## src/design/rdq_pkg.sv

```systemverilog
`timescale 1ns / 1ps

package rdq_pkg;

	localparam int DEPTH_DEF = 64;
	localparam int DATA_W    = 32;
	localparam int FUNC_W    = 3;
	localparam int STATUS_W  = 2;
	localparam int POS_W     = 6;

	// operation codes
	localparam logic [FUNC_W-1:0] OP_PUSH   = 3'd0;
	localparam logic [FUNC_W-1:0] OP_POP    = 3'd1;
	localparam logic [FUNC_W-1:0] OP_PEEK   = 3'd2;
	localparam logic [FUNC_W-1:0] OP_SEARCH = 3'd3;
	localparam logic [FUNC_W-1:0] OP_CLEAR  = 3'd4;

	// status codes
	localparam logic [STATUS_W-1:0] ST_OK        = 2'd0;
	localparam logic [STATUS_W-1:0] ST_EMPTY     = 2'd1;
	localparam logic [STATUS_W-1:0] ST_NOT_FOUND = 2'd2;

	typedef struct packed {
		logic [FUNC_W-1:0]        func;
		logic                     at_rear;
		logic signed [DATA_W-1:0] value;
	} rdq_req_t;

	typedef struct packed {
		logic [STATUS_W-1:0]      status;
		logic signed [DATA_W-1:0] data;
		logic [POS_W-1:0]         position;
		logic [POS_W-1:0]         count;
	} rdq_rsp_t;

endpackage

```

## src/design/rdq_ram.sv

```systemverilog
`timescale 1ns / 1ps

module rdq_ram #(
	parameter int WIDTH = 32,
	parameter int DEPTH = 64
) (
	input  logic                     clk,
	input  logic                     we,
	input  logic [$clog2(DEPTH)-1:0] waddr,
	input  logic [WIDTH-1:0]         wdata,
	input  logic [$clog2(DEPTH)-1:0] raddr,
	output logic [WIDTH-1:0]         rdata
);

	logic [WIDTH-1:0] mem_q [DEPTH];

	always_ff @(posedge clk) begin
		if (we) begin
			mem_q[waddr] <= wdata;
		end
		rdata <= mem_q[raddr];
	end

endmodule

```

## src/design/ring_deque_with_overwrite_core.sv

```systemverilog
`timescale 1ns / 1ps
// channel  | signals                   | beat
// ---------+---------------------------+------------------------------------------
// req      | req_valid req_stall req   | one operation: func, at_rear, value
// rsp      | rsp_valid rsp_stall rsp   | one result: status, data, position, count
//
// push and clear go straight to the done state; pop and peek take one registered ring read first, unless empty
// search stops at the first match or after the last entry, skipping the walk when empty: the single
// ring read port and one equality compare walk the entries from the front, one per cycle
// arst_n resets pointers, count and control; ring contents need no clear
// req_stall is high while an operation is in flight; a finished result waits
// in the done state until the output register is free, so rsp_stall backs up

module ring_deque_with_overwrite_core #(
	parameter int DEPTH = rdq_pkg::DEPTH_DEF
) (
	input  logic              clk,
	input  logic              arst_n,
	input  logic              req_valid,
	output logic              req_stall,
	input  rdq_pkg::rdq_req_t req,
	output logic              rsp_valid,
	input  logic              rsp_stall,
	output rdq_pkg::rdq_rsp_t rsp
);

	import rdq_pkg::*;

	localparam int PW = $clog2(DEPTH);
	localparam int CW = $clog2(DEPTH - 1);

	typedef enum logic [3:0] {
		S_IDLE = 4'b0001,
		S_READ = 4'b0010,
		S_SRCH = 4'b0100,
		S_DONE = 4'b1000
	} state_t;

	state_t state_q;

	logic [PW-1:0] front_q;
	logic [PW-1:0] rear_q;
	logic [CW-1:0] held_q;
	logic [CW-1:0] held_next;

	rdq_rsp_t res_q;
	rdq_rsp_t out_q;
	logic     out_valid_q;

	logic signed [DATA_W-1:0] key_q;
	logic [PW-1:0]            scan_q;
	logic [CW-1:0]            cmp_pos_q;

	logic              ram_we;
	logic [PW-1:0]     ram_waddr;
	logic [DATA_W-1:0] ram_wdata;
	logic [PW-1:0]     ram_raddr;
	logic [DATA_W-1:0] ram_rdata;

	logic accept;
	logic empty;
	logic full;
	logic hit;
	logic last;
	logic slot_free;

	function automatic logic [PW-1:0] slot_next(input logic [PW-1:0] s);
		return (s == PW'(DEPTH - 1)) ? '0 : s + 1'b1;
	endfunction

	function automatic logic [PW-1:0] slot_prev(input logic [PW-1:0] s);
		return (s == '0) ? PW'(DEPTH - 1) : s - 1'b1;
	endfunction

	// count and position are reported modulo the field width
	function automatic logic [POS_W-1:0] fit_pos(input logic [CW-1:0] v);
		logic [CW+POS_W-1:0] w;
		w = {{POS_W{1'b0}}, v};
		return w[POS_W-1:0];
	endfunction

	assign req_stall = (state_q != S_IDLE);
	assign accept    = req_valid && !req_stall;
	assign empty     = (held_q == '0);
	assign full      = (held_q == CW'(DEPTH - 2));
	assign hit       = ($signed(ram_rdata) == key_q);
	assign last      = (cmp_pos_q == held_q);
	assign slot_free = !out_valid_q || !rsp_stall;

	assign rsp_valid = out_valid_q;
	assign rsp       = out_q;

	// count after the operation taken this cycle
	always_comb begin
		held_next = held_q;
		case (req.func)
			OP_PUSH: begin
				if (!full) begin
					held_next = held_q + 1'b1;
				end
			end
			OP_POP: begin
				if (!empty) begin
					held_next = held_q - 1'b1;
				end
			end
			OP_CLEAR: held_next = '0;
			default: held_next = held_q;
		endcase
	end

	// ring port steering: writes only on push, reads on accept or while scanning
	always_comb begin
		ram_we    = 1'b0;
		ram_waddr = front_q;
		ram_wdata = DATA_W'(req.value);
		ram_raddr = scan_q;
		if (accept) begin
			case (req.func)
				OP_PUSH: begin
					ram_we    = 1'b1;
					ram_waddr = req.at_rear ? rear_q : front_q;
				end
				OP_POP:    ram_raddr = req.at_rear ? slot_prev(rear_q) : slot_next(front_q);
				OP_PEEK:   ram_raddr = slot_next(front_q);
				OP_SEARCH: ram_raddr = slot_next(front_q);
				default:   ram_raddr = scan_q;
			endcase
		end
	end

	rdq_ram #(
		.WIDTH(DATA_W),
		.DEPTH(DEPTH)
	) u_ring (
		.clk  (clk),
		.we   (ram_we),
		.waddr(ram_waddr),
		.wdata(ram_wdata),
		.raddr(ram_raddr),
		.rdata(ram_rdata)
	);

	// sequencer, pointers and output valid
	always_ff @(posedge clk or negedge arst_n) begin
		if (!arst_n) begin
			state_q     <= S_IDLE;
			front_q     <= '0;
			rear_q      <= PW'(1);
			held_q      <= '0;
			out_valid_q <= 1'b0;
		end else begin
			if (out_valid_q && !rsp_stall) begin
				out_valid_q <= 1'b0;
			end
			unique case (state_q)
				S_IDLE: begin
					if (accept) begin
						held_q  <= held_next;
						state_q <= S_DONE;
						case (req.func)
							OP_PUSH: begin
								if (!req.at_rear) begin
									front_q <= slot_prev(front_q);
									// overwrite on full: drop the rear value
									if (slot_prev(front_q) == rear_q) begin
										rear_q <= slot_prev(rear_q);
									end
								end else begin
									rear_q <= slot_next(rear_q);
									// overwrite on full: drop the front value
									if (slot_next(rear_q) == front_q) begin
										front_q <= slot_next(front_q);
									end
								end
							end
							OP_POP: begin
								if (!empty) begin
									state_q <= S_READ;
									if (req.at_rear) begin
										rear_q <= slot_prev(rear_q);
									end else begin
										front_q <= slot_next(front_q);
									end
								end
							end
							OP_PEEK: begin
								if (!empty) begin
									state_q <= S_READ;
								end
							end
							OP_SEARCH: begin
								if (!empty) begin
									state_q <= S_SRCH;
								end
							end
							OP_CLEAR: begin
								front_q <= '0;
								rear_q  <= PW'(1);
							end
							default: state_q <= S_DONE;
						endcase
					end
				end
				S_READ: state_q <= S_DONE;
				S_SRCH: begin
					if (hit || last) begin
						state_q <= S_DONE;
					end
				end
				S_DONE: begin
					if (slot_free) begin
						out_valid_q <= 1'b1;
						state_q     <= S_IDLE;
					end
				end
				default: state_q <= S_IDLE;
			endcase
		end
	end

	// result, search key and scan position
	always_ff @(posedge clk) begin
		case (state_q)
			S_IDLE: begin
				if (accept) begin
					res_q.status   <= ST_OK;
					res_q.data     <= '0;
					res_q.position <= '0;
					res_q.count    <= fit_pos(held_next);
					case (req.func)
						OP_POP, OP_PEEK: begin
							if (empty) begin
								res_q.status <= ST_EMPTY;
							end
						end
						OP_SEARCH: begin
							res_q.status <= ST_NOT_FOUND;
							key_q        <= req.value;
							scan_q       <= slot_next(slot_next(front_q));
							cmp_pos_q    <= CW'(1);
						end
						default: res_q.status <= ST_OK;
					endcase
				end
			end
			S_READ: res_q.data <= $signed(ram_rdata);
			S_SRCH: begin
				if (hit) begin
					res_q.status   <= ST_OK;
					res_q.position <= fit_pos(cmp_pos_q);
				end else if (!last) begin
					cmp_pos_q <= cmp_pos_q + 1'b1;
					scan_q    <= slot_next(scan_q);
				end
			end
			S_DONE: begin
				if (slot_free) begin
					out_q <= res_q;
				end
			end
			default: res_q <= res_q;
		endcase
	end

	// every accepted operation takes the sequencer out of idle
	a_accept_busy: assert property (@(posedge clk) disable iff (!arst_n)
		accept |=> (state_q != S_IDLE))
		else $error("accepted operation did not start");

	a_count_bound: assert property (@(posedge clk) disable iff (!arst_n)
		int'(held_q) <= DEPTH - 2)
		else $error("held count above capacity");

	// pointer gap always matches the count
	a_ptr_count: assert property (@(posedge clk) disable iff (!arst_n)
		((int'(rear_q) > int'(front_q)) ?
			(int'(rear_q) - int'(front_q) - 1) :
			(int'(rear_q) + DEPTH - int'(front_q) - 1)) == int'(held_q))
		else $error("pointers disagree with count");

	a_scan_range: assert property (@(posedge clk) disable iff (!arst_n)
		(state_q == S_SRCH) |-> ((cmp_pos_q != '0) && (cmp_pos_q <= held_q)))
		else $error("search position outside stored range");

	// a finished result is held while the output register is busy
	a_done_hold: assert property (@(posedge clk) disable iff (!arst_n)
		((state_q == S_DONE) && out_valid_q && rsp_stall) |=>
			((state_q == S_DONE) && $stable(res_q)))
		else $error("pending result lost");

endmodule
```

## config.mk

```make
export PLATFORM = sky130hd
export DESIGN_NAME = ring_deque_with_overwrite_core
export DESIGN_NICKNAME = d
export VERILOG_FILES = /design/src/design/rdq_pkg.sv /design/src/design/rdq_ram.sv /design/src/design/ring_deque_with_overwrite_core.sv
export SDC_FILE = /design/constraint.sdc
export NUM_CORES = 2
export LEC_CHECK = 0
export ABC_AREA = 1
export ABC_CLOCK_PERIOD_IN_PS = 9440
export BUFFER_PORTS_ARGS = -buffer_cell sky130_fd_sc_hd__buf_2
export CORE_AREA = 8 8 636 638
export CTS_CLUSTER_SIZE = 8
export DETAILED_ROUTE_END_ITERATION = 8
export DIE_AREA = 0 0 644 646
export PLACE_DENSITY = 0.41
export SLEW_MARGIN = 0
export SYNTH_ARGS = -nofsm -noshare
export SYNTH_HDL_FRONTEND = slang
export SYNTH_SLANG_ARGS = --single-unit
```

## constraint.sdc

```tcl
create_clock -name clk -period 9.44 [get_ports clk]
set_clock_uncertainty 0.2 [all_clocks]
set_input_delay 0.472 -clock clk [delete_from_list [all_inputs] [get_ports clk]]
set_output_delay 0.472 -clock clk [all_outputs]
set_load 0.01 [all_outputs]
```

=== Word-level counts from Yosys, hierarchy flattened ===
Memory sizes are Yosys's and may differ from the RTL's. A register that Yosys moved wholly into a read port is not among the register bits.
Cells that the tools add are included.

* Multiplexer cells: 57
* $add $sub $neg: 9
* Equal/unequal tests: 30
* Reduce and logical (&&, ||, !) cells: 25

{| class="wikitable"
|+ Operators by type and width
! cell !! count
|-
| 2-to-1 mux 6 bit || 30
|-
| one-hot mux 32 bit (2 select lines) || 1
|-
| one-hot mux 6 bit (3 select lines) || 3
|-
| one-hot mux 6 bit (2 select lines) || 4
|-
| 2-to-1 mux 46 bit || 1
|-
| adder 6 x 1 -> 6 bit (second input constant) || 6
|-
| equality test 32 bit || 1
|-
| equality test 6 bit (second input constant) || 5
|-
| 2-to-1 mux 4 bit || 5
|-
| equality test 6 bit || 3
|-
| logical NOT 6 bit || 3
|-
| inequality test 2 bit (second input constant) || 9
|-
| subtractor 6 x 1 -> 6 bit (second input constant) || 3
|-
| one-hot mux 4 bit (4 select lines) || 1
|-
| AND reduction 6 bit || 2
|-
| AND reduction 3 bit || 3
|-
| 2-to-1 mux 1 bit || 8
|-
| one-hot mux 2 bit (2 select lines) || 2
|-
| one-hot mux 4 bit (2 select lines) || 1
|-
| equality test 3 x 2 -> 1 bit (second input constant) || 2
|-
| inequality test 3 bit (second input constant) || 2
|-
| AND reduction 2 bit || 3
|-
| AND reduction 5 bit || 1
|-
| equality test 4 x 1 -> 1 bit (second input constant) || 1
|-
| other kinds (15) || 21
|}

* Memories kept: 1
* Memory bits (writable): 2048
* Word-level logic and storage cells: 138
* Flip-flop bits (word level): 159

{| class="wikitable"
|+ Memories
! memory !! depth !! bits a word !! read ports !! clocked after Yosys merged registers in !! wr ports !! line !! source
|-
| u_ring.mem_q || 64 || 32 || 1 || 1 || 1 || rdq_ram.sv:15 || <nowiki>logic [WIDTH-1:0] mem_q [DEPTH];</nowiki>
|}

=== Longest topological paths before layout ===
* Depth in word-level cells: 7
* Mapped depth: 17
* Gate-level depth less buffers: 15

=== By module ===
From an unflattened synthesis, not the netlist that was laid out.

* Cell total of the unflattened synthesis: 7566
* Area, all modules: 90601.9 um^2

{| class="wikitable"
|+ Modules (own cells, without submodules)
! module !! times used !! area an instance (um^2) !! cells each
|-
| rdq_ram || 1 || 82739.4 || 6769
|-
| ring_deque_with_overwrite_core || 1 || 7862.5 || 797
|}

=== Worst setup path after synthesis ===
Ideal clock, no wire load.

* Path kind: input to register
* Start: input req[35] (netlist bit)
* End: memory u_ring.mem_q[0][0] (enable)
* Path slack: 5.382 ns
* Stages: 13
* Path buffers: 1
* Library setup time: 0.421 ns
* Arrival: 3.437 ns
* Cell sequence: nor2_1 -> inv_1 -> nor2_1 -> inv_2 -> nor2_1 -> nand2_1 -> buf_2 -> nand2_1 -> o21a_1 -> inv_1 -> nor2_1 -> nand2_1 -> nor2_1

* Cells in the longest elaborated chain, start to end: 5
* Elaborated cells between the ends (all ways): 7

{| class="wikitable"
|+ RTL lines
! element !! line !! source
|-
| start, declared || ring_deque_with_overwrite_core.sv:21 || <nowiki>input rdq_pkg::rdq_req_t req,</nowiki>
|-
| logical NOT 3 bit (*) || ring_deque_with_overwrite_core.sv:119 || <nowiki>case (req.func)</nowiki>
|-
| 2-to-1 mux 1 bit || ring_deque_with_overwrite_core.sv:119 ||
|-
| 2-to-1 mux 1 bit || ring_deque_with_overwrite_core.sv:118 || <nowiki>if (accept) begin</nowiki>
|-
| 2-to-1 mux 1 bit || rdq_ram.sv:18 || <nowiki>if (we) begin</nowiki>
|-
| 2-to-1 mux 1 bit (implied by the code) || rdq_ram.sv:19 || <nowiki>mem_q[waddr] <= wdata;</nowiki>
|-
| end, declared || rdq_ram.sv:15 ||
|}

Every way passes the cells marked *; elsewhere a longest branch is shown, timed or not.

=== Worst setup path after layout ===
* Start: register front_q[0]
* End: register u_ring.rdata[17] (read register of u_ring.mem_q)

* Cells in the longest elaborated chain, start to end: 5
* Elaborated cells between the ends (all ways): 6

{| class="wikitable"
|+ RTL lines
! element !! line !! source
|-
| start, declared || ring_deque_with_overwrite_core.sv:41 || <nowiki>logic [PW-1:0] front_q;</nowiki>
|-
| start signal, assigned || ring_deque_with_overwrite_core.sv:164 || <nowiki>front_q <= slot_prev(front_q);</nowiki>
|-
| start signal, assigned || ring_deque_with_overwrite_core.sv:173 || <nowiki>front_q <= slot_next(front_q);</nowiki>
|-
| start signal, assigned || ring_deque_with_overwrite_core.sv:183 || <nowiki>front_q <= slot_next(front_q);</nowiki>
|-
| adder 6 x 1 -> 6 bit or equality test 6 bit (tied branches) || ring_deque_with_overwrite_core.sv:68 || <nowiki>return (s == PW'(DEPTH - 1)) ? '0 : s + 1'b1;</nowiki>
|-
| 2-to-1 mux 6 bit (*) || ring_deque_with_overwrite_core.sv:68 ||
|-
| 2-to-1 mux 6 bit || ring_deque_with_overwrite_core.sv:124 || <nowiki>OP_POP: ram_raddr = req.at_rear ? slot_prev(rear_q) : slot_next(front_q);</nowiki>
|-
| one-hot mux 6 bit (2 select lines) (*) || ring_deque_with_overwrite_core.sv:119 ||
|-
| 2-to-1 mux 6 bit (*) || ring_deque_with_overwrite_core.sv:118 ||
|-
| end, declared || rdq_ram.sv:12 || <nowiki>output logic [WIDTH-1:0] rdata</nowiki>
|}

Marked as above.
A chain may end at the register's enable or synchronous reset.

==> results.py <==
metrics = {
    "clock_tree": {
        "post_cts_buffers": 0,
        "cts_tree": "built",
        "clkSinkCount": 2239,
        "numCtsBuffers": 318,
        "cts_hold_buf": 25,
        "htree_num_levels": 5,
        "cts-resized-gates": 0,
        "clock_latency_ps": 910,
        "cts_buffer_depth": 4,
        "cts-root-buf": "clkbuf_16",
        "clk_pin_slew_ps": 50,
    },
    "critical_path": {
        "startpoint_type": "flip-flop",
        "cp_max_fo": 158,
        "cp-end-kind": "flip-flop",
        "worst-path-buf-inv": 3,
        "crit_slowest_cell": "buf_4",
        "crit_top_cell": "nand3_1",
        "worstSetupPathType": "reg -> reg",
        "arrival_ps": 6630,
        "slowest_delay_ps": 820,
        "worstPathRequired_ps": 9970,
        "crit_family": "simple AND/OR/NAND/NOR gates",
        "crit_chain": "ha_1 > nand3_1 > nor2_1 > nor2_1 > nand2_1 > nand3_4 > buf_4 > buf_12 > buf_4 > nand3b_1 > nand3_1 > nand3_1 > nand3_1 > nand3_1 > nand3_1 > nand2_1",
    },
    "final_layout": {
        "syn_to_final_growth_pct": 15.9,
        "instances_no_fill": 14165,
        "layout_commonest_cell": "nand3_1",
        "seqCellArea_um2": 66800,
        "stdcell_area_um2": 114000,
        "fillers": 40504,
        "multi_input_area_um2": 24500,
        "drive_gt1_share_pct": 7.65,
        "final_util_pct": 28.8,
        "most-common-layout-cells": "2220 x nand3_1, 2184 x edfxtp_1, 1327 x nand2_1",
        "nNetsFinal": 8837,
    },
    "sta": {
        "holdWs_ps": 49.6,
        "hold_violations": 0,
        "setup_slack_ps": 3330,
        "min_period_over_period_pct": 64.7,
        "setup_viol": 0,
        "worstMarginPinSlew_ps": 1380,
        "slew_headroom_pct": 8.09,
        "period_needed_ps": 6110,
        "setup-tns-final_ps": 0,
        "max_freq_ghz": 0.164,
        "rsz0062_at_grt": "no",
        "slew_violations": 0,
    },
    "min_path": {
        "hp-class": "in -> reg",
    },
    "detailed_routing": {
        "drtPass1Iterations": 6,
        "wl_mm": 337,
        "drt-vias-per-instance": 4.67,
        "drtIter0Drc": 5998,
        "vias": 66197,
        "wl_per_cell_um": 23.8,
        "drc": 0,
        "ant_nets": 0,
    },
    "logic_synthesis": {
        "syn_nets": 8820,
        "syn_area_per_cell_um2": 11.2,
        "synthTopCellsByArea": "edfxtp_1 67%, nand3_1 11%, nand3b_1 5.8%, nand2_1 5.1%, inv_1 4.8%",
        "synth_top_area_cell": "edfxtp_1",
        "synthesis.area_um2": 98000,
        "netlist_instances": 8768,
        "synth_seq_area_share_pct": 68.1,
        "synth_cell_types": 46,
        "synth.top_cell.area_share_pct": 66.9,
        "yosysWarnings": 0,
        "synth_seq_cells": 2239,
    },
    "power": {
        "powerDensity_nw_per_um2": 243,
        "ir_drop_mv": 0.161,
        "power.total_mw": 27.7,
        "leakagePower_nw": 42.6,
    },
    "place": {
        "dpl_cell_area_um2": 105000,
        "hpwl_mm": 181,
        "place_ws_ps": 3210,
        "placed_cells": 13682,
        "portBuffers": 87,
        "gp_congestion": 0.793,
    },
    "global_routing": {
        "grt_pass1_wl_mm": 485,
        "first_global_vias": 65519,
        "antenna_found_initial": 20,
        "grt_overflow": 0,
        "grt_start_max_net_pins": 159,
        "grt_usage_pct": 15.6,
    },
    "run": {
        "maxCapViolations": 0,
    },
    "floorplanning": {
        "die_w_um": 644,
        "die_h_um": 646,
        "placementRows": 231,
        "dieArea_um2": 416000,
        "start_util_pct": 24.9,
        "io_pins": 88,
        "coreArea_um2": 394000,
    },
    "run_status": {
        "status": "complete, no violations",
    },
}
[layer usage]
layer	track usage, %	share of wire (%)	up-vias
met5	0	0.012	-
met4	4.03	2.5	6
met3	2.21	5.6	481
met2	24.9	45	1955
met1	22.3	47	33572
li1	-	-	30183
[final timing paths]
kind	from	end	slack (ps)	depth (start not counted)
max	front_q[0]	u_ring.rdata[17]	3330	16
min	req[24]	u_ring.mem_q[12][24]	50	2
max reg2reg	front_q[0]	u_ring.rdata[17]	3330	16
min reg2reg	res_q[40]	rsp[40]	220	0
max in group asynchronous	arst_n	front_q[1]	8390	4
min in group asynchronous	arst_n	front_q[0]	480	4
[cells by family (layout without fill, tap and decap cells)]
family,count (synthesis),after routing,synth area share [%]
AO/OA/AOI/OAI,96,96,0.576
XOR/XNOR,43,43,0.384
adder cells (fa/ha/maj),12,12,0.153
buffers and inverters,1842,1994,7.50
flip-flops,2239,2239,68.1
other,0,3,0
AND/OR/NAND/NOR,4536,4536,23.3
[worst reg2reg max path, delay by kind of cell (launching register included)]
| family | cells | cell delay (ps) |
|---|---|---|
| simple gates | 12 | 2530 |
| buf+inv | 3 | 2280 |
| flops | 1 | 580 |
| fa+ha+maj | 1 | 340 |
[layout make-up]
type,count,area share (%)
Clock inverter,17,0.207
Antenna cell,3,0.00660
Sequential cell,2239,58.8
Inverter,1270,4.21
Tap cell,5242,5.77
Multi-Input combinational cell,4687,21.5
Clock buffer,438,7.60
Timing Repair Buffer,269,1.91
[report_power, final]
| part | switching, mW | internal, mW |
|---|---|---|
| logic | 4.19 | 1.37 |
| clock network | 4.28 | 6.29 |
| registers | 0.311 | 11.2 |
[sequential cells by signal, indices dropped and copies added (netlist names), 4 cells and up]
signal        count
cmp_pos_q         6
key_q            32
rear_q            6
scan_q            6
held_q            6
res_q            46
rsp              46
u_ring.mem_q   2048
front_q           6
u_ring.rdata     32
state_q           4
[synth_stat cells, drive strengths merged]
| master | count |
|---|---|
| a2111o | 1 |
| a2111oi | 1 |
| a211oi | 1 |
| a21oi | 18 |
| a221oi | 1 |
| a22oi | 1 |
| a31oi | 1 |
| and3 | 2 |
| buf | 407 |
| clkbuf | 165 |
| clkinv | 2 |
| dfrtp | 21 |
| dfstp | 2 |
| dfxtp | 32 |
| edfxtp | 2184 |
| ha | 12 |
| inv | 1268 |
| nand2 | 1329 |
| nand3 | 2221 |
| nand3b | 763 |
| nand4 | 9 |
| nor2 | 177 |
| nor3 | 19 |
| nor4 | 10 |
| o2111ai | 2 |
| o211ai | 2 |
| o21a | 4 |
| o21ai | 45 |
| o221ai | 3 |
| o22ai | 12 |
| o31ai | 3 |
| o41ai | 1 |
| or2 | 6 |
| xnor2 | 18 |
| xor2 | 25 |
Note: power is estimated with default switching activity, not from simulation.
